File: src/hw/rtl/edc_pkg.sv
// Shared types and constants for the error count distribution block.
// No dependencies; imported by every module of the block.
package edc_pkg;

	localparam int PROB_W         = 17;
	localparam int PROB_FRAC      = 16;
	localparam int COEF_W         = 32;
	localparam int ORDER_W        = 4;
	localparam int CFG_W          = 5;
	localparam int RESULT_LIMIT   = 16;
	localparam int MAX_ORDERS_DEF = 16;
	localparam int ORDERS_RESET   = 16;

	localparam logic [PROB_W-1:0] P_ONE = PROB_W'(65536);
	localparam logic [COEF_W-1:0] C_ONE = 32'h8000_0000;
	localparam logic [COEF_W-1:0] C_ZERO = '0;

	// Snapshot hand-over from the coefficient chain to the readout chain
	typedef struct packed {
		logic             load;
		logic [CFG_W-1:0] count;
	} edc_load_t;

endpackage

File: src/hw/rtl/edc_cell.sv
// One coefficient cell: holds a single Q1.31 coefficient and updates it from
// its own and its lower neighbour's value. Depends on edc_pkg.
module edc_cell #(
	parameter logic [31:0] RESET_VAL = 32'h0
) (
	input  logic                        clk,
	input  logic                        arst_n,
	input  logic                        step,
	input  logic                        clear,
	input  logic [edc_pkg::PROB_W-1:0]  p,
	input  logic [edc_pkg::COEF_W-1:0]  below,
	output logic [edc_pkg::COEF_W-1:0]  coef,
	output logic [edc_pkg::COEF_W-1:0]  upd
);
	import edc_pkg::*;

	localparam int ACC_W = PROB_W + COEF_W + 2;

	logic [COEF_W-1:0]       coef_q;
	logic signed [COEF_W:0]  diff;
	logic signed [ACC_W-1:0] prod;
	logic signed [ACC_W-1:0] acc;

	// (1-p)*a + p*b equals a*2^16 + p*(b-a): one multiplier per cell
	always_comb begin
		diff = $signed({1'b0, below}) - $signed({1'b0, coef_q});
		prod = $signed({{(ACC_W - PROB_W){1'b0}}, p})
			* $signed({{(ACC_W - COEF_W - 1){diff[COEF_W]}}, diff});
		acc  = $signed({{(ACC_W - COEF_W - PROB_FRAC){1'b0}}, coef_q, {PROB_FRAC{1'b0}}}) + prod;
		upd  = acc[PROB_FRAC +: COEF_W];
	end

	always_ff @(posedge clk or negedge arst_n) begin
		if (!arst_n) begin
			coef_q <= RESET_VAL;
		end else if (step) begin
			coef_q <= clear ? RESET_VAL : upd;
		end
	end

	assign coef = coef_q;

endmodule

File: config.mk
export PLATFORM = sky130hd
export DESIGN_NAME = edc_cell
export DESIGN_NICKNAME = d
export VERILOG_FILES = /design/src/hw/rtl/edc_pkg.sv /design/src/hw/rtl/edc_cell.sv
export SDC_FILE = /design/constraint.sdc
export NUM_CORES = 2
export LEC_CHECK = 0
export ABC_AREA = 1
export BUFFER_PORTS_ARGS = -buffer_cell sky130_fd_sc_hd__buf_2
export CORE_MARGIN = 5
export CORE_UTILIZATION = 50
export DETAILED_ROUTE_END_ITERATION = 7
export HOLD_SLACK_MARGIN = 0.06
export PLACE_DENSITY = 0.67
export SETUP_SLACK_MARGIN = 0.1
export SLEW_MARGIN = 20
export SYNTH_ARGS = -nofsm -noshare
export SYNTH_HDL_FRONTEND = slang
export SYNTH_SLANG_ARGS = --single-unit
File: constraint.sdc
create_clock -name clk -period 16.7 [get_ports clk]
set_input_delay 1.67 -clock clk [delete_from_list [all_inputs] [get_ports clk]]
set_output_delay 1.67 -clock clk [all_outputs]
set_load 0.02 [all_outputs]
Yosys cells after proc, flatten, opt, wreduce, memory -nomap -nowiden
Index checks and enable logic that the tools add are counted.
{"block": "word_totals", "wordCells": 5, "in_bits": 53, "out_inout_bits": 64, "regBits": 32}
{"block": "op_classes", "addsub": 2, "n_mul": 1, "muxes": 1}
{"cell": "adder 48 bit", "n": 1}
{"cell": "multiplier 18 x 33 -> 48 bit", "n": 1}
{"cell": "subtractor 32 x 32 -> 33 bit", "n": 1}
{"cell": "2-to-1 mux 32 bit", "n": 1}

Depth between registers and ports, before layout
{"block": "logic_depth", "word_depth": 4, "mapped_depth": 45, "depth_no_buf": 43}

Worst setup path before layout
No wires, ideal clock.
{"block": "synth_path", "path_type": "input -> output", "startpoint": "input below[3] in the netlist's numbering", "endpoint": "output upd[28] in the netlist's numbering", "n_path_buf": 2, "arrival_ps": 8265, "cell_stages": 34, "required_time_ps": 15030, "setup_slack_ps": 6765, "cell_sequence": "ha_1 -> or2_1 -> nand3_1 -> nand2_2 -> nand2_1 -> nand2_2 -> a31oi_2 -> inv_1 -> a21oi_1 -> inv_1 -> or2_1 -> buf_2 -> nand2_2 -> buf_6 -> nor2_1 -> fa_1 -> inv_1 -> fa_1 -> inv_1 -> fa_1 -> inv_1 -> fa_1 -> fa_1 -> fa_1 -> inv_1 -> ha_1 -> inv_1 -> o21ai_0 -> a21oi_1 -> a21boi_0 -> o21ai_0 -> nand2_1 -> o2111ai_1 -> xor2_1"}
{"block": "synth_via", "elab_chain_cells": 3}
{"element": "from (decl)", "line": "edc_cell.sv:11", "rtl": "input logic [edc_pkg::COEF_W-1:0] below,"}
{"element": "subtractor 32 x 32 -> 33 bit", "line": "edc_cell.sv:26", "rtl": "diff = $signed({1'b0, below}) - $signed({1'b0, coef_q});"}
{"element": "multiplier 18 x 33 -> 48 bit", "line": "edc_cell.sv:28", "rtl": "* $signed({{(ACC_W - COEF_W - 1){diff[COEF_W]}}, diff});"}
{"element": "adder 48 bit", "line": "edc_cell.sv:29", "rtl": "acc = $signed({{(ACC_W - COEF_W - PROB_FRAC){1'b0}}, coef_q, {PROB_FRAC{1'b0}}}) + prod;"}
{"element": "to (decl)", "line": "edc_cell.sv:13", "rtl": "output logic [edc_pkg::COEF_W-1:0] upd"}
No other way between the ends.

Worst setup path after layout
{"block": "layout_path", "startpoint": "input below[0] in the netlist's numbering", "endpoint": "output upd[30] in the netlist's numbering"}
The elaborated chain is that of the path after synthesis.

==> impl_metrics.tcl <==
set metrics [dict create \
    outcome "finished clean" \
    clock-sinks 32 \
    finalWirelength_um 80800 \
    cts_resized 0 \
    fin_crit_ns 12.20 \
    design_area_um2 24500 \
    dpl_cell_area_um2 24300 \
    drc 0 \
    globalplace.congestion 1.02 \
    grt_pass1_vias 20900 \
    multi_input_area_um2 18900 \
    grt_pass1_wl_um 123000 \
    wire_per_inst_um 22.1 \
    grt_max_degree 34 \
    initial_core_util_pct 50.2 \
    htreeDepth 2 \
    ys.flop_type "dfrtp_1" \
    clockBufferDepth 2 \
    syn_area_um2 23200 \
    whs_ns 0.652 \
    maxSlewHeadroom_pct 21.1 \
    io_pins 117 \
    dp_cells 3646 \
    numCtsBuffers 5 \
    final_cells 3654 \
    vias 19800 \
    seq_area_frac_synth_pct 3.45 \
    setup_viol 0 \
    worst_slew_pin_slew_ns 1.18 \
    fin_setup_tns_ns 0 \
    end_kind "output port" \
    syn_nets 3742 \
    worstPathRequired_ns 15.03 \
    port_buffers 116 \
    post_cts_buffers 0 \
    rsz0062_at_grt "no" \
    die_y_um 226 \
    dp_hpwl_um 69400 \
    num_rows 79 \
    yosysWarnings 0 \
    yosysUniqueCellTypes 51 \
    ys_seq_elements 32 \
    finClkSkew_ns 0.00596 \
    layout.nets 3799 \
    crit_path_frequent_cell "inv_1" \
    finalCritPeriodShare_pct 73.0 \
    clkLatencyLatePin_ns 0.29 \
    min_path_type "reg2reg" \
    worstPathMaxFanout 12 \
    cts-root-buf "clkbuf_16" \
    slew_viol_final 0 \
    r2r_slack_ns 7.46 \
    cts_tree "built" \
    worstSetupStartpointType "primary input" \
    critPathKind "in2out" \
    die_area_um2 50900 \
    drtIter0Drc 1715 \
    antenna_found_initial 0 \
    drtPass1Iterations 5 \
    cap_violations 0 \
    whs_path_depth 2 \
    async_reset_ff_share_pct 100 \
    groute.usage.overall_pct 32.1 \
    arrival_ns 10.53 \
    fillers 4515 \
    synthCells 2989 \
    reg2reg_depth 34 \
    fp.coreArea_um2 46300 \
    fmax_mhz 82.0 \
    viasPerCell 5.43 \
    synth-edff-count 0 \
    crit_slowest_cell "xnor2_1" \
    ant_nets 0 \
    areaGrowthSynthToFinish_pct 5.41 \
    syn_area_per_cell_um2 7.77 \
    seq_area_um2 801 \
    hold_buffers 0 \
    fp.dieW_um 226 \
    largest_reg_flops 32 \
    clk_pin_slew_ns 0.06 \
    grt_overflow_total 0 \
    max_stage_delay_ns 0.74 \
    drive_above_1_share_pct 6.50 \
    hold_violations 0 \
]
[cells in the final DEF (no fill, tap or decap), types with 4 or more instances in the layout]
cell       synthesis  routed
a21o_1             5       5
a21oi_1           77      77
a21oi_2            4       4
a31oi_1           13      13
and2_1             8       8
buf_2             12     116
buf_4              3      19
clkbuf_16          0       5
clkinv_1           5       7
dfrtp_1           32      32
fa_1             546     546
ha_1             154     154
inv_1            826     824
inv_2              5       5
nand2_1          456     456
nand2_2           11      11
nand3_1          118     118
nand3b_1           5       5
nand4_1           13      13
nor2_1           417     416
nor2_2             9      10
nor3_1            12      12
nor4_1             6       6
o21a_1             7       7
o21ai_0           62      62
o21ai_1            5       5
o21bai_1          13      13
o22ai_1            6       6
or2_1              5       5
or2_2             16      16
xnor2_1           11      11
xor2_1            32      32
[metal layers]
metal	wire length, µm	vias up	GRT usage (%)
met5	0	-	0
met2	39600	953	55.1
met3	5740	231	3.89
li1	-	8778	-
met4	4850	0	14.8
met1	30600	9880	40.9
[logic make-up after synthesis]
logic type / after synthesis / synth area share (%)
adder cells (fa/ha/maj): 700 / 55.3
AND/OR/NAND/NOR: 1083 / 19.1
buffers and inverters: 921 / 15.1
flip-flops: 32 / 3.45
XOR/XNOR: 46 / 1.83
AO/OA/AOI/OAI: 207 / 5.15
[critical path: cells and delay by family]
kind / cells / cell delay (ns)
buffers and inverters: 11 / 1.30
AO/OA/AOI/OAI: 2 / 0.28
adder cells (fa/ha/maj): 9 / 3.90
AND/OR/NAND/NOR: 15 / 2.60
XOR/XNOR: 1 / 0.74
[through the flow]
| stage | worst slack [ns] | utilization, % |
|---|---|---|
| 2_1_floorplan | 6.77 | - |
| 3_3_place_gp | 4.44 | 52.6 |
| 3_5_place_dp | 4.66 | 52.6 |
| 4_1_cts | 4.62 | 52.9 |
| 5_1_grt | 4.01 | 52.9 |
| 6_report | 4.50 | 52.9 |
[Yosys cell counts (all sizes together), types with 6 or more instances]
master	n	area, µm²
inv	831	3120
fa	546	10900
nand2	467	1780
nor2	427	1630
ha	154	1930
nand3	119	601
a21oi	81	420
o21ai	69	353
clkbuf	66	248
xor2	34	313
dfrtp	32	801
or2	21	131
buf	19	120
a31oi	14	93.8
nand4	13	81.3
o21bai	13	97.6
nor3	12	60.1
xnor2	12	113
and2	8	50.1
o21a	7	52.6
nor4	6	37.5
o22ai	6	37.5
[layout make-up]
type	instances	area share [%]
multi-input combinational	2036	77.3
inverter	836	12.8
sequential	32	3.27
tap	607	3.10
timing repair buffer	135	2.95
clock buffer	5	0.511
clock inverter	2	0.0511
antenna	1	0.0102
[worst paths after layout]
path	from	to
max in group asynchronous	arst_n	coef[0]$_DFFE_PN0P_
max	below[0]	upd[30]
max reg2reg	coef[7]$_DFFE_PN0P_	coef[22]$_DFFE_PN0P_
min reg2reg	coef[28]$_DFFE_PN0P_	coef[28]$_DFFE_PN0P_
min in group asynchronous	arst_n	coef[19]$_DFFE_PN0P_
min	coef[28]$_DFFE_PN0P_	coef[28]$_DFFE_PN0P_
Power is left out: the tool's default activity adds up to more than one toggle a clock period on the data nets, which glitch-free logic cannot reach.
