==> config.mk <==
export PLATFORM = sky130hd
export DESIGN_NAME = edc_readout
export DESIGN_NICKNAME = d
export VERILOG_FILES = /design/src/hw/rtl/edc_pkg.sv /design/src/hw/rtl/edc_readout.sv
export SDC_FILE = /design/constraint.sdc
export NUM_CORES = 1
export LEC_CHECK = 0
export BUFFER_PORTS_ARGS = -buffer_cell sky130_fd_sc_hd__buf_2
export CORE_ASPECT_RATIO = 0.7
export CORE_MARGIN = 5
export CORE_UTILIZATION = 57
export CTS_BUF_LIST = sky130_fd_sc_hd__clkbuf_16
export DETAILED_ROUTE_END_ITERATION = 6
export GPL_TIMING_DRIVEN = 0
export HOLD_SLACK_MARGIN = 0.08
export PLACE_DENSITY = 0.82
export SLEW_MARGIN = 30
export SYNTH_ARGS = -nofsm -noshare
export SYNTH_HDL_FRONTEND = slang
export SYNTH_SLANG_ARGS = --single-unit
==> constraint.sdc <==
create_clock -name clk -period 36.1 [get_ports clk]
set_input_delay 3.61 -clock clk [delete_from_list [all_inputs] [get_ports clk]]
set_output_delay 3.61 -clock clk [all_outputs]
set_load 0.02 [all_outputs]
==> src/hw/rtl/edc_pkg.sv <==
// Shared types and constants for the error count distribution block.
// No dependencies; imported by every module of the block.
package edc_pkg;

	localparam int PROB_W         = 17;
	localparam int PROB_FRAC      = 16;
	localparam int COEF_W         = 32;
	localparam int ORDER_W        = 4;
	localparam int CFG_W          = 5;
	localparam int RESULT_LIMIT   = 16;
	localparam int MAX_ORDERS_DEF = 16;
	localparam int ORDERS_RESET   = 16;

	localparam logic [PROB_W-1:0] P_ONE = PROB_W'(65536);
	localparam logic [COEF_W-1:0] C_ONE = 32'h8000_0000;
	localparam logic [COEF_W-1:0] C_ZERO = '0;

	// Snapshot hand-over from the coefficient chain to the readout chain
	typedef struct packed {
		logic             load;
		logic [CFG_W-1:0] count;
	} edc_load_t;

endpackage

==> src/hw/rtl/edc_readout.sv <==
// Readout chain: captures a snapshot of the updated coefficients and shifts
// them out one per transaction towards the output. Depends on edc_pkg.
module edc_readout #(
	parameter int RD_DEPTH = edc_pkg::RESULT_LIMIT
) (
	input  logic                                    clk,
	input  logic                                    arst_n,
	input  edc_pkg::edc_load_t                      ld,
	input  logic [RD_DEPTH-1:0][edc_pkg::COEF_W-1:0] snap,
	input  logic                                    result_ready,
	output logic                                    result_valid,
	output logic [edc_pkg::COEF_W-1:0]              coefficient,
	output logic [edc_pkg::ORDER_W-1:0]             order,
	output logic                                    last_coefficient,
	output logic                                    free
);
	import edc_pkg::*;

	logic [RD_DEPTH-1:0][COEF_W-1:0] shadow_q;
	logic [CFG_W-1:0]                count_q;
	logic [ORDER_W-1:0]              order_q;
	logic                            pop;

	assign result_valid     = (count_q != '0);
	assign last_coefficient = (count_q == CFG_W'(1));
	assign pop              = result_valid && result_ready;
	assign free             = !result_valid || (pop && last_coefficient);
	assign coefficient      = shadow_q[0];
	assign order            = order_q;

	always_ff @(posedge clk or negedge arst_n) begin
		if (!arst_n) begin
			count_q <= '0;
			order_q <= '0;
		end else if (ld.load) begin
			count_q <= ld.count;
			order_q <= '0;
		end else if (pop) begin
			count_q <= count_q - CFG_W'(1);
			order_q <= order_q + ORDER_W'(1);
		end
	end

	// Advance each shadow cell from its upper neighbour
	always_ff @(posedge clk) begin
		for (int i = 0; i < RD_DEPTH; i++) begin
			if (ld.load) begin
				shadow_q[i] <= snap[i];
			end else if (pop) begin
				shadow_q[i] <= (i + 1 < RD_DEPTH) ? shadow_q[(i + 1) % RD_DEPTH] : C_ZERO;
			end
		end
	end

endmodule

; After elaboration in Yosys (flattened, before gate mapping)
; Cells that the tools add are included.
[word_totals]
ff_bits = 521
latch_bits = 0
ramBits = 0
mem_bits_ro = 0
in_bits = 521
word_cells = 63
n_memories = 0
[op_classes]
add_sub_neg = 2
multipliers = 0
div = 0
order_cmp = 0
n_eq_ne = 1
n_shift = 0
n_mux = 36
n_bitwise = 0
n_reduce_logical = 6
[op_table]
columns = cell, count
row1 = two-way mux 32 bit, 32
row2 = two-way mux 5 bit, 2
row3 = two-way mux 4 bit, 2
row4 = equality test 5 x 1 -> 1 bit (second input constant), 1
row5 = nonzero test 5 bit, 1
row6 = subtractor 5 x 1 -> 5 bit (second input constant), 1
row7 = adder 4 x 1 -> 4 bit (second input constant), 1
row8 = logical AND 1 bit, 2
row9 = nonzero test 2 bit, 1
row10 = zero test 1 bit, 1
row11 = logical OR 1 bit, 1

; Longest topological paths before layout
; Gate-level depths: netlist (run 1).
[logic_depth]
depth_word = 4
ltp_mapped = 6

; Least setup slack after synthesis (run 1)
; No wires, ideal clock.
[synth_timing]
kind = input port to flip-flop
from = input result_ready
to = register shadow_q (netlist bit coefficient[0]), enable pin
setup_time_ns = 0.918
arrival_ns = 15.098
required_time_ns = 35.182
path_slack_ns = 20.084
stages = 3
path_buffers = 1
path_cell_list = clkbuf_1 > and2_4 > or2_1
[synth_between]
elab_chain_cells = 2
[synth_rtl]
columns = item, line_no
row1 = start: declaration, edc_readout.sv:10  ; input logic result_ready,
row2 = logical AND 1 bit, edc_readout.sv:26  ; assign pop = result_valid && result_ready;
row3 = nonzero test 2 bit (no source line), --
row4 = end signal: indexed assignment, edc_readout.sv:48  ; shadow_q[i] <= snap[i];
row5 = end signal: indexed assignment, edc_readout.sv:50  ; shadow_q[i] <= (i + 1 < RD_DEPTH) ? shadow_q[(i + 1) % RD_DEPTH] : C_ZERO;
row6 = end: declaration, edc_readout.sv:19  ; logic [RD_DEPTH-1:0][COEF_W-1:0] shadow_q;
; Every way passes these cells.
; A chain may end at the register's enable or synchronous reset.

; Final worst setup path (run 1)
[layout_timing]
from = input result_ready
to = output free
[layout_between]
elab_chain_cells = 3
[layout_rtl]
columns = item, line_no
row1 = logical AND 1 bit, edc_readout.sv:26
row2 = logical AND 1 bit, edc_readout.sv:27  ; assign free = !result_valid || (pop && last_coefficient);
row3 = logical OR 1 bit, edc_readout.sv:27
row4 = end: declaration, edc_readout.sv:15  ; output logic free
; Every way passes these cells.

==> impl_metrics.json, run 1 <==
{
  "grt_usage_pct": 24.5,
  "place.gp.congestion": 0.897,
  "grt_pass1_wl_um": 79600,
  "status": "completed",
  "area_growth_pct": 24.7,
  "yosys.area.top_type": "edfxtp_1",
  "r2r-end": "shadow_q[333]",
  "finalSetupTns_ns": 0,
  "final_antenna_net_count": 0,
  "start_kind": "input port",
  "rsz0062_at_grt": "false",
  "cts_hold_buf": 0,
  "cap_viol_max_count": 0,
  "dp_slack_ns": 27.94,
  "synthMuxAreaShare_pct": 24.6,
  "drc": 0,
  "cts-resized-gates": 0,
  "num_vias": 12500,
  "die_h_um": 175,
  "wirelength_um": 53500,
  "drv_slew": 0,
  "maxSlewHeadroom_pct": 34.8,
  "vias_per_cell": 5.24,
  "ir_worst_vdd_mv": 0.0430,
  "power_leakage_nw": 11.0,
  "avgSynthCellArea_um2": 18.8,
  "required_ns": 32.49,
  "worstSetupEndpointType": "output port",
  "dieArea_um2": 42800,
  "fp.dieW_um": 245,
  "min_period_ns": 8.19,
  "synth_top_family_by_area": "multiplexers",
  "first_iter_violations": 651,
  "post_cts_buffers": 0,
  "synth_edf_count": 512,
  "fillCellCount": 2401,
  "cts_root_buf": "clkbuf_16",
  "p_per_area_nw_per_um2": 52.2,
  "cp-endpoint": "free",
  "numCtsBuffers": 50,
  "netlist.area_leader.share_pct": 69.6,
  "async_reset_ff_share_pct": 1.73,
  "wl_per_cell_um": 22.4,
  "antenna_found_initial": 52,
  "clock_skew_ns": 0.0204,
  "syn-num-nets": 1700,
  "worst_slack_ns": 27.91,
  "timing.rr.start": "count_q[0]",
  "ys_types": 36,
  "cts_sinks": 521,
  "gr-total-overflow": 0,
  "crit_fanout": 10,
  "clk_path_buf_depth": 3,
  "start_util_pct": 57.5,
  "core-area_um2": 38400,
  "cts_tree": "yes",
  "dp_hpwl_um": 40700,
  "synthAdderAreaFrac_pct": 0.170,
  "yosysWarnings": 0,
  "r2r_cells": 10,
  "io_buffers": 558,
  "grt_pass1_vias": 13500,
  "nNetsFinal": 2322,
  "synthesis.area_um2": 22100,
  "fmax_mhz": 122,
  "drive_gt1_share_pct": 65.4,
  "synth-main-ff-cell": "edfxtp_1",
  "grt_max_degree": 52,
  "synth_area_leaders": "edfxtp_1, mux2_2, buf_4",
  "worstPathArrival_ns": 4.58,
  "synth_xor_area_share_pct": 0,
  "cts_max_level": 2,
  "insertion_delay_ns": 0.57,
  "crit_type": "in2out",
  "rrSetupSlack_ns": 32.96,
  "hold_violations": 0,
  "clk_transition_reported_paths_ns": 0.06,
  "ios": 560,
  "worst_pin_slew_ns": 0.978,
  "synth-compound-area-share_pct": 0.487,
  "startpoint": "result_ready",
  "drt-pass1-iter-count": 4,
  "whs_ns": 0.535,
  "synth-seq-area-share_pct": 70.7,
  "setup_viol": 0,
  "fin_crit_sh_pct": 22.7,
  "syn_inst": 1176,
  "hold_path_class": "reg2reg",
  "synth_simple_gate_area_share_pct": 1.62,
  "row_count": 60,
  "ys_seq_elements": 521
}
-- metal layers --
metal | track usage (%) | wire [um] | vias up
li1 | - | - | 5824
met1 | 27.7 | 18800 | 6037
met2 | 43.2 | 27800 | 458
met3 | 7.75 | 4350 | 173
met4 | 10.3 | 2260 | 44
met5 | 0 | 287 | -
-- layout make-up --
cell class,instances,area [um^2],area share [%]
flip-flops and latches,521,15600,56.7
plain buffers,93,532,1.93
clock buffers,53,1330,4.82
diodes,27,67.6,0.246
multi-input cells,558,5930,21.6
well taps,527,659,2.40
repair buffers,570,3070,11.2
clock inverters,38,318,1.15
inverters,4,15.0,0.0546
-- kinds of logic after synthesis --
| group | after synthesis |
|---|---|
| buffers and inverters | 97 |
| muxes | 482 |
| and+or+nand+nor | 58 |
| DFF | 521 |
| adders and majority gates | 3 |
| AOI/OAI and AO/OA | 15 |
-- synth_stat cells (3+ instances only) --
library cell    n
nor2_1          4
ha_1            3
nand2_1         4
o21ai_0         3
and2_1         32
edfxtp_1      512
a21oi_1         4
buf_1           5
inv_1           4
mux2_2        481
buf_2          44
clkbuf_1       11
dfrtp_1         9
nor2b_1         4
buf_4          32
-- power by group --
group	total (W)	switching, W	internal [W]
Sequential	0.000765	0.0000181	0.000747
Combinational	0.000147	0.0000633	0.0000840
Clock	0.000524	0.000218	0.000306
Total	0.00144	0.000299	0.00114
-- worst min-delay path by stage --
stage	start	endpoint	slack (ns)	depth (start not counted)
global placement	shadow_q[511]	shadow_q[479]	0.53	1
detailed placement	shadow_q[451]	shadow_q[419]	0.53	1
CTS	shadow_q[356]	shadow_q[324]	0.55	1
floorplan	count_q[1]	count_q[1]	0.52	2
finish	shadow_q[117]	shadow_q[85]	0.53	1
global route	shadow_q[133]	shadow_q[101]	0.55	1
-- layout by cell type, fill, tap and decap left out, types with 2 or more instances in the layout --
master	count
clkbuf_16	53
inv_1	20
clkbuf_1	11
buf_2	602
nand3_1	2
edfxtp_1	512
nand2b_1	2
buf_16	5
nor2b_1	4
bufinv_16	6
or4b_1	2
diode_2	27
and2_1	32
mux2_2	481
clkinv_1	7
buf_1	5
buf_12	7
buf_4	32
nand2_1	4
dfrtp_1	9
ha_1	3
nor2_1	4
o21ai_0	3
clkinv_2	7
a21oi_1	4
-- per-stage QoR --
step	instance area (um^2)	utilization (%)	cells	power, W
floorplan	22100	-	1176	0.000879
global placement	25500	66.5	2261	0.000936
detailed placement	25800	67.3	2273	0.000925
CTS	27500	71.6	2364	0.00145
global route	27500	71.7	2388	0.00149
finish	27500	71.7	2391	0.00144
-- worst max-delay path, cell delays in order --
cell and delay [ns]:
buf_2 0.11, clkbuf_1 0.34, a21oi_1 0.13, nor4_1 0.17, buf_2 0.22
-- sequential cells by signal (all words and copies together) (netlist names) --
name         cells
coefficient     32
shadow_q       480
order            4
count_q          5
(Power assumes the default switching activity.)
==> inputs of run 2 (changes only) <==
CORE_UTILIZATION = 53   (was 57)
PLACE_DENSITY = 0.77   (was 0.82)
clock period = 8.3 ns   (was 36.1 ns; I/O delays follow)
==> run 2 against run 1 <==
  * Largest cell class unchanged
  * Global-route usage fell by 1.9 points
  * Clock skew down 0.0051 ns
  * Critical path depth increased by 7
  * Critical path type is now reg2reg
  * Die area grew 7.2%
  * First-iteration DRC count up 12%
  * Register-to-register slack got worse by 28 ns
  * Critical endpoint is now shadow_q[466]
  * Sequential power rose to 4.4 times the previous value
  * Largest power group unchanged
  * Cell count increased by 0.71%
  * Core utilization shrank 4.9 points
==> impl_metrics.json, run 2 (synthesis results as in run 1) <==
{
  "area_growth_pct": 24.6,
  "final_cell_mix": "buf_2, edfxtp_1, mux2_2",
  "cts_root_buf": "clkbuf_16",
  "grt_pass1_vias": 13400,
  "vias_per_cell": 5.16,
  "start_kind": "register",
  "cp_top_family": "buffers and inverters",
  "drive_gt1_share_pct": 65.7,
  "ir_worst_vdd_mv": 0.204,
  "fmax_mhz": 267,
  "final_common_cell": "buf_2",
  "cp_num_cells": 12,
  "grt_usage_pct": 22.6,
  "r2r_cells": 12,
  "worst_slack_ns": 4.56,
  "row_count": 62,
  "die_h_um": 181,
  "wl_per_cell_um": 22.1,
  "drv_slew": 0,
  "power_leakage_nw": 11.0,
  "cpPeakStageDelay_ns": 0.41,
  "place.gp.congestion": 0.857,
  "nNetsFinal": 2320,
  "drc": 0,
  "insertion_delay_ns": 0.55,
  "cts-resized-gates": 0,
  "crit_fanout": 50,
  "fin_crit_sh_pct": 45.1,
  "clk_transition_reported_paths_ns": 0.07,
  "rsz0062_at_grt": "false",
  "first_iter_violations": 728,
  "fp.dieW_um": 254,
  "drt-pass1-iter-count": 5,
  "post_cts_buffers": 0,
  "gr-total-overflow": 0,
  "rrSetupSlack_ns": 4.56,
  "cap_viol_max_count": 0,
  "dp_cells": 2289,
  "slowest_stage": "dfrtp_1",
  "ios": 560,
  "startpoint": "count_q[0]",
  "crit_type": "reg2reg",
  "setup_viol": 0,
  "cts_sinks": 521,
  "final_antenna_net_count": 0,
  "maxSlewHeadroom_pct": 45.1,
  "cts_tree": "yes",
  "core-area_um2": 41100,
  "clock_skew_ns": 0.0153,
  "r2r-end": "shadow_q[466]",
  "grt_pass1_wl_um": 78600,
  "dieArea_um2": 45900,
  "cts_hold_buf": 0,
  "io_buffers": 558,
  "timing.rr.start": "count_q[0]",
  "dp_slack_ns": 4.26,
  "cp_cell_sequence": "inv_1 > ha_1 > or4b_1 > buf_6 > and2_4 > or2_4 > buf_12 > buf_12 > buf_12 > buf_12 > buf_16 > buf_16",
  "worstPathArrival_ns": 3.98,
  "whs_ns": 0.132,
  "numCtsBuffers": 49,
  "worst_pin_slew_ns": 0.823,
  "dp_hpwl_um": 40400,
  "worstSetupEndpointType": "register",
  "required_ns": 8.53,
  "cp-endpoint": "shadow_q[466]",
  "start_util_pct": 53.7,
  "grt_max_degree": 54,
  "p_per_area_nw_per_um2": 226,
  "num_vias": 12400,
  "cts_max_level": 2,
  "wirelength_um": 53200,
  "regMostFlops": "shadow_q",
  "status": "completed",
  "crit_buf_inv": 8,
  "largest_register_ffs": 480,
  "hold_path_class": "in2async",
  "min_period_ns": 3.74,
  "hold_violations": 0,
  "fin_cells": 2408,
  "cp_common_cell": "buf_12",
  "antenna_found_initial": 53,
  "clk_path_buf_depth": 3
}
## run 2: cell types whose count changed in the layout (fill, tap and decap cells not counted), sizes merged
cell	change
clkinv	-2
clkbuf	-3
clkinvlp	+1
diode	+8
inv	-4
bufinv	+2
buf	-2
## run 2: power by group
group	internal (W)	switching, W	total, W
Sequential	0.00325	0.0000765	0.00333
Combinational	0.000365	0.000277	0.000642
Clock	0.00132	0.000943	0.00226
## run 2: layout make-up
cell class,instances,area [um^2]
Fill cell,2817,13600
Sequential cell,521,15600
Tap cell,544,681
Multi-Input combinational cell,558,5930
Clock inverter,35,368
Clock buffer,49,1230
Buffer,93,533
Inverter,4,15.0
Timing Repair Buffer,569,3060
Antenna cell,35,87.6
## run 2: worst register-to-register path: stages, from the launching register on
cell	delay (ns)
dfrtp_1	0.41
inv_1	0.08
ha_1	0.24
or4b_1	0.22
buf_6	0.16
and2_4	0.17
or2_4	0.38
buf_12	0.28
buf_12	0.28
buf_12	0.29
buf_12	0.27
buf_16	0.30
buf_16	0.32
## run 2: how the worst min path moves through the flow
stage                     cells past startpoint     startpoint  slack [ns]            end
after CTS                                     1         arst_n         0.1       order[0]
after floorplan                               2     count_q[1]        0.52     count_q[1]
after global routing                          1         arst_n        0.11     count_q[4]
final                                         1         arst_n        0.13       order[0]
after global placement                        1  shadow_q[499]        0.53  shadow_q[467]
after detailed placement                      1  shadow_q[163]        0.53  shadow_q[131]
## run 2: metal layers
layer	share of wire, %	up-vias	track usage (%)
met5	0.38	-	0
met4	3.7	32	8.50
met3	8.4	131	6.64
met2	53	438	40.1
met1	35	5993	25.8
li1	-	5828	-
## run 2: per-stage QoR
stage | util (%) | power [W] | instance area (um^2) | TNS, ns
finish | 66.9 | 0.00623 | 27500 | 0
global route | 66.8 | 0.00647 | 27500 | 0
detailed placement | 62.8 | 0.00402 | 25800 | 0
global placement | 62.1 | 0.00403 | 25500 | -1144.67
floorplan | - | 0.00379 | 22100 | 0
CTS | 66.7 | 0.00628 | 27400 | 0
==> inputs of run 3 (changes only) <==
CORE_UTILIZATION = 48   (was 53)
PLACE_DENSITY = 0.73   (was 0.77)
clock period = 3 ns   (was 8.3 ns; I/O delays follow)
==> run 3 against run 2 <==
  * The flow now stops in 4_1_cts
  * Synthesized area stayed put
  * Synthesized cell count stayed put
==> impl_metrics.json, run 3 <==
{
  "yosysMostFrequentCell": "edfxtp_1",
  "placedInstanceArea_um2": 25900,
  "async_reset_ff_share_pct": 1.73,
  "avgSynthCellArea_um2": 18.8,
  "io_buffers": 558,
  "ys_types": 36,
  "syn_inst": 1176,
  "post_cts_buffers": 2,
  "row_count": 65,
  "place.gp.congestion": 0.880,
  "ios": 560,
  "cts_max_level": 2,
  "yosys.area.top_type": "edfxtp_1",
  "first-error": "[ERROR RSZ-0060] Max buffer count reached.",
  "synth-main-ff-cell": "edfxtp_1",
  "yosysWarnings": 0,
  "fp.dieW_um": 266,
  "synth_common_cells": "edfxtp_1, mux2_2, buf_2",
  "synth_edf_count": 512,
  "ys_seq_elements": 521,
  "cts_sinks": 521,
  "start_util_pct": 48.7,
  "stop_stage": "4_1_cts",
  "synthesis.area_um2": 22100,
  "status": "aborted with a tool error",
  "synth_area_leaders": "edfxtp_1, mux2_2, buf_4",
  "netlist.area_leader.share_pct": 69.6,
  "cts_hold_buf": 489,
  "syn-num-nets": 1700,
  "cts_root_buf": "clkbuf_16",
  "die_h_um": 189,
  "clk_path_buf_depth": 3,
  "cts-resized-gates": 0,
  "dp_hpwl_um": 40700,
  "numCtsBuffers": 50,
  "dp_slack_ns": -0.123,
  "synth-seq-area-share_pct": 70.7
}
==> run 3: cell counts after synthesis <==
No cell type changed its count.
==> run 3: stage by stage <==
step / hold slack, ns / util, % / setup TNS, ns / instances
3_5_place_dp: 0.162 / 57.2 / -9.42 / 2348
3_3_place_gp: 0.160 / 56.6 / -1857.38 / 2337
2_1_floorplan: 0.00441 / - / -1147.80 / 1176
==> run 3: cells by family after synthesis <==
| kind of cell | after synthesis | share of synthesized area [%] |
|---|---|---|
| adders and majority gates | 3 | 0.170 |
| AOI/OAI and AO/OA | 15 | 0.487 |
| buffers and inverters | 97 | 2.48 |
| DFF | 521 | 70.7 |
| and+or+nand+nor | 58 | 1.62 |
| muxes | 482 | 24.6 |
==> inputs of run 4 (changes only) <==
CORE_ASPECT_RATIO = unset   (was 0.7)
CORE_UTILIZATION = 40   (was 48)
CTS_BUF_LIST = unset   (was sky130_fd_sc_hd__clkbuf_16)
HOLD_SLACK_MARGIN = unset   (was 0.08)
PLACE_DENSITY = unset   (was 0.73)
PLACE_DENSITY_LB_ADDON = 0.15   (was unset)
clock period = 3.9 ns   (was 3 ns; I/O delays follow)
==> run 4 against run 3 <==
  * The flow now finishes without violations
==> impl_metrics.json, run 4 (synthesis results as in run 1) <==
{
  "ir_worst_vdd_mv": 0.349,
  "gr-total-overflow": 0,
  "fmax_mhz": 316,
  "nNetsFinal": 2329,
  "final_antenna_net_count": 0,
  "p_per_area_nw_per_um2": 475,
  "die_h_um": 245,
  "vias_per_cell": 4.76,
  "fillCellCount": 4704,
  "grt_usage_pct": 17.7,
  "dp_slack_ns": 0.763,
  "wl_per_cell_um": 21.4,
  "cp_top_family": "buffers and inverters",
  "worst_pin_slew_ns": 0.694,
  "hold_violations": 0,
  "worstSetupEndpointType": "register",
  "grt_pass1_wl_um": 80100,
  "first_iter_violations": 605,
  "regMostFlops": "shadow_q",
  "setup_viol": 0,
  "clk_path_buf_depth": 3,
  "start_util_pct": 40.2,
  "cts_tree": "yes",
  "met1_usage_pct": 19.0,
  "power_leakage_nw": 10.9,
  "post_cts_buffers": 0,
  "worstPathArrival_ns": 3.48,
  "maxSlewHeadroom_pct": 53.7,
  "cap_viol_max_count": 0,
  "placedInstanceArea_um2": 26000,
  "status": "completed",
  "drc": 0,
  "final_cell_mix": "buf_2, edfxtp_1, mux2_2",
  "p_total_w": 0.0132,
  "grt_busiest_layer": "met2",
  "start_kind": "register",
  "dieArea_um2": 60000,
  "required_ns": 4.21,
  "ios": 560,
  "antenna_found_initial": 44,
  "rsz0062_at_grt": "false",
  "gr-usage-met2_pct": 32.2,
  "crit_type": "reg2reg",
  "largest_register_ffs": 480,
  "core-area_um2": 54900,
  "insertion_delay_ns": 0.58,
  "clk_transition_reported_paths_ns": 0.06,
  "place.gp.congestion": 0.811,
  "row_count": 86,
  "area_growth_pct": 25.5,
  "crit_buf_inv": 6,
  "drt-pass1-iter-count": 4,
  "slowest_stage": "or4b_1",
  "cp_cell_sequence": "inv_1 > ha_2 > or4b_1 > buf_6 > and2_4 > or2_4 > buf_12 > buf_12 > buf_16 > buf_12",
  "cpPeakStageDelay_ns": 0.45,
  "cts_root_buf": "clkbuf_16",
  "numCtsBuffers": 56,
  "cts_sinks": 521,
  "num_vias": 12300,
  "wirelength_um": 55100,
  "dp_hpwl_um": 42100,
  "crit_fanout": 46,
  "clock_skew_ns": 0.0182,
  "cts_max_level": 2,
  "grt_max_degree": 50,
  "io_buffers": 558,
  "final_common_cell": "buf_2",
  "fp.dieW_um": 245,
  "drv_slew": 0,
  "hold_path_class": "in2reg",
  "min_period_ns": 3.17,
  "met3_usage_pct": 7.55,
  "drive_gt1_share_pct": 65.3,
  "worst_slack_ns": 0.735,
  "grt_pass1_vias": 13300,
  "fin_crit_sh_pct": 81.2,
  "cp_common_cell": "buf_12",
  "finalInstanceArea_um2": 27700
}
## run 4: tightest hold or removal path, cell delays in order
cell and delay [ns]:
buf_2 0.09, nand2_1 0.05, o21ai_0 0.07
## run 4: final cells by class
type	count	area [um^2]	share of cell area, %
Antenna cell	28	70.1	0.253
Buffer	93	532	1.92
Clock buffer	71	1480	5.34
Clock inverter	25	111	0.402
Inverter	4	15.0	0.0542
Multi-Input combinational cell	558	5930	21.4
Sequential cell	521	15600	56.3
Tap cell	704	881	3.18
Timing Repair Buffer	571	3090	11.1
## run 4: power breakdown
| part | internal (W) | switching [W] |
|---|---|---|
| logic | 0.000779 | 0.000586 |
| clock network | 0.00265 | 0.00209 |
| registers | 0.00692 | 0.000160 |
## run 4: final timing paths
kind	startpoint	end	slack, ns	cells past startpoint
setup / recovery	count_q[0]	shadow_q[108]	0.73	10
hold / removal	ld[4]	count_q[4]	0.05	3
setup reg to reg	count_q[0]	shadow_q[108]	0.73	10
hold reg to reg	shadow_q[53]	coefficient[21]	0.53	1
max in group asynchronous	arst_n	count_q[1]	3.44	2
min in group asynchronous	arst_n	count_q[4]	0.26	2
## run 4: routing by layer
layer	part of all wire, %	wire, um
met3	9.2	5080
met4	1.8	1010
met1	36	19800
met2	53	28900
met5	0.46	252
## run 4: timing repair
action / CTS / global route
resized for setup: 0 / 0
hold buffers: 1 / 0
endpoints found under the hold margin: 9 / 0
## run 4: metrics by stage
stage	instances	hold slack (ns)	utilization [%]	setup TNS, ns
floorplan	1176	0.0944	-	-687.00
global placement	2438	0.253	46.9	-1502.33
detailed placement	2450	0.264	47.5	0
CTS	2547	0.000726	50.4	0
global route	2559	0.0105	50.4	0
finish	2575	0.0507	50.5	0
